### src/rtl/ctli_ram.sv
// Generic single-write, single-read synchronous RAM with registered read data.
// Read data updates only when the read enable is high. No dependencies.
`default_nettype none

module ctli_ram #(
  parameter int WIDTH = 8,
  parameter int DEPTH = 16
) (
  input  wire logic                     clk_i,
  input  wire logic                     we_i,
  input  wire logic [$clog2(DEPTH)-1:0] waddr_i,
  input  wire logic [WIDTH-1:0]         wdata_i,
  input  wire logic                     re_i,
  input  wire logic [$clog2(DEPTH)-1:0] raddr_i,
  output logic      [WIDTH-1:0]         rdata_o
);

  logic [WIDTH-1:0] mem_q [DEPTH];

  always_ff @(posedge clk_i) begin
    if (we_i) begin
      mem_q[waddr_i] <= wdata_i;
    end
  end

  always_ff @(posedge clk_i) begin
    if (re_i) begin
      rdata_o <= mem_q[raddr_i];
    end
  end

endmodule

`default_nettype wire

### config.mk
export PLATFORM = sky130hd
export DESIGN_NAME = ctli_ram
export DESIGN_NICKNAME = d
export VERILOG_FILES = /design/src/rtl/ctli_ram.sv
export SDC_FILE = /design/constraint.sdc
export NUM_CORES = 1
export LEC_CHECK = 0
export BUFFER_PORTS_ARGS = -buffer_cell sky130_fd_sc_hd__buf_2
export CORE_ASPECT_RATIO = 1.4
export CORE_MARGIN = 3
export CORE_UTILIZATION = 60
export CTS_BUF_LIST = sky130_fd_sc_hd__clkbuf_4 sky130_fd_sc_hd__clkbuf_8
export CTS_CLUSTER_SIZE = 30
export DETAILED_ROUTE_END_ITERATION = 12
export GPL_ROUTABILITY_DRIVEN = 1
export PLACE_DENSITY = 0.78
export SETUP_SLACK_MARGIN = 0.3
export SYNTH_ARGS = -nofsm -noshare
export SYNTH_HDL_FRONTEND = slang
export SYNTH_SLANG_ARGS = --single-unit
### constraint.sdc
create_clock -name clk_i -period 2.3 [get_ports clk_i]
set_input_delay 0.46 -clock clk_i [delete_from_list [all_inputs] [get_ports clk_i]]
set_output_delay 0.46 -clock clk_i [all_outputs]
set_load 0.005 [all_outputs]
==> metrics.md <==
| Metric | Value |
|---|---|
| Max-Cap Viols | 0 |
| Number of top-level pins | 27 |
| Commonest non-fill, non-tap cell in the layout | edfxtp_1 |
| HPWL Detailed | 6350 um |
| Die height | 116 um |
| Slowest stage delay, CP | 0.53 ns |
| Drc violations | 0 |
| DRT antenna net count | 0 |
| Overall Global Routing Usage | 22.2% |
| Layout cells sized above 1 | 32.9% |
| Avg Inst Size Synth | 22.8 um2 |
| Nets | 304 |
| Die Span X | 84.9 um |
| Period utilisation layout | 67.0% |
| Ant. Diodes | 0 |
| DRT Pass-1 Iters | 4 |
| Worst path arrival time | 1.73 ns |
| Most frequent cells in the layout | 136 x edfxtp_1, 26 x buf_2, 19 x buf_4, 18 x mux4_2, 17 x clkbuf_8 |
| DRT iter0 DRCs | 308 |
| Status | finished, final reports clean |
| CP Capture Type | register |
| Synth Area in Adders | 0% |
| Pwr dens | 838 nW/um2 |
| Setup TNS | 0 ns |
| Initial antenna violation count | 0 |
| Xor/xnor share of the synthesized area | 0% |
| Buffers on Ports | 26 |
| Max H-tree Level | 4 |
| WL final | 9770 um |
| # setup viols final | 0 |
| Critical path class | primary input to register |
| Largest net degree at the start of global routing | 33 |
| WHS | 0.372 ns |
| First-pass GRT wire length | 15000 um |
| CP cell instances | buf_2, buf_12, mux4_2, a22oi_1, nand2_1 |
| Synth area leader | edfxtp_1 |
| Final min period | 1.54 ns |
| Crit path max-delay family | multiplexers |
| Largest family of logic cells by synthesized area | multiplexers |
| Largest cells by area after synthesis | edfxtp_1 78%, mux4_2 7.8%, mux4_1 7.0% |
| Type of origin of the critical path | primary input |
| Leak pwr | 2.03 nW |
| Total Die Area | 9880 um2 |
| Initial Utilization | 62.6% |
| RSZ-0062 raised after global routing | false |
| Cells after Synth | 229 |
| Vias in the first global route | 2578 |
| CP Buf/Inv Count | 2 |
| Post-synth top area share | 78.1% |
| Total number of yosys warnings | 0 |
| Sequential cell area fraction in the yosys report | 78.1% |
| GRT overflow | 0 |
| P&R area growth vs syn | 14.7% |
| Worst-Skew Late Latency | 0.44 ns |
| #FFs+latches synth | 136 |
| Area after DPL | 5580 um2 |
| Post-synth cell types | 18 |
| Post-CTS setup buffer count | 0 |
| Total CTS buffers | 17 |
| CP required | 2.49 ns |
| Fin util | 71.9% |
| Skew final | 0.00464 ns |
| Post-cts hold buffer count | 0 |
| # rows | 39 |
| Global placer's final weighted congestion | 0.767 |
| Hold Path Class | primary input to register |
| Post-synthesis mux area share | 14.8% |
| Vias per cell | 6.16 |
| Simple-gate share of the synthesized area | 3.14% |
| Mapped Area | 5230 um2 |
| Compound-gate portion of the synthesized area | 2.30% |
| Fmax | 649 MHz |
| Drt wl/cell | 24.4 um |
| Core region area | 8340 um2 |
| Slowest-stage cell, CP | mux4_2 |
| Worst-Margin Slew | 0.699 ns |
| Peak VDD IR | 0.000584 V |
| CTS tree | built |
| Fillers | 488 |
| Clock Tree Buf Depth | 2 |
| Via count | 2465 |
| Max Slew Vio Count | 0 |
| Root Buffer | clkbuf_8 |
| Clk sinks | 136 |
| Post-CTS Resized | 0 |
| Fin area | 6000 um2 |
| Max-slew headroom | 53.2% |
| Clock-pin slew on the worst setup and hold paths | 0.07 ns |
| Worst Path Max Fanout | 32 |
| Syn Nets | 248 |
| Final Hold Fails | 0 |
-- per-stage QoR --
step,power (mW),cells,worst slack [ns]
floorplan,3.00,229,0.347
global placement,3.10,368,0.286
detailed placement,3.11,368,0.307
CTS,5.06,400,0.782
global route,5.19,400,0.709
finish,5.02,400,0.759
-- report_power, final --
| part | internal (mW) | switching [mW] |
|---|---|---|
| Combinational | 0.110 | 0.141 |
| Sequential | 2.79 | 0.0137 |
| Clock | 1.07 | 0.897 |
| Total | 3.97 | 1.05 |
-- cell type report --
| class | count | area (um2) | share of cell area (%) |
|---|---|---|---|
| clock buffers | 17 | 234 | 3.90 |
| clock inverters | 15 | 180 | 3.01 |
| multi-input cells | 83 | 1060 | 17.6 |
| flip-flops and latches | 136 | 4080 | 68.1 |
| well taps | 102 | 128 | 2.13 |
| repair buffers | 47 | 313 | 5.22 |
-- worst paths after layout --
path | from | to | slack, ns | depth (start not counted)
worst min-delay path | re_i | rdata_o[2] | 0.37 | 1
worst max register to register | mem_q[1][4] | rdata_o[4] | 0.84 | 3
worst min register to register | mem_q[14][3] | rdata_o[3] | 0.75 | 3
worst max-delay path | raddr_i[0] | rdata_o[4] | 0.76 | 5
-- state kept, by name, indices dropped and copies added, names as in the netlist --
name,count
rdata_o,8
mem_q,128
-- layer usage --
metal  track usage (%)  part of all wire [%]
met5                 0                     0
met3              6.49                   6.4
met1              27.8                    38
met4              11.6                   2.4
met2              35.7                    53
-- Yosys cell counts, drive strengths merged --
| master | count |
|---|---|
| nor2b | 1 |
| nand3 | 1 |
| and2b | 1 |
| a22oi | 16 |
| or3b | 1 |
| mux4 | 32 |
| and2 | 1 |
| edfxtp | 136 |
| nand2 | 9 |
| nand3b | 2 |
| buf | 7 |
| nor2 | 13 |
| nor3 | 4 |
| nand2b | 2 |
| clkdlybuf4s25 | 3 |
-- cell families (layout without fill, tap and decap cells) --
group / count (synthesis) / after routing
DFF: 136 / 136
and+or+nand+nor: 35 / 35
muxes: 32 / 32
AOI/OAI and AO/OA: 16 / 16
buffers and inverters: 10 / 79
-- worst register-to-register path: cells and delay by family (launching register included) --
family             cells  cell delay, ns
muxes                  1            0.45
DFF                    1            0.37
AOI/OAI and AO/OA      1            0.29
and+or+nand+nor        1            0.10
Power figures use the tool's default switching activity.
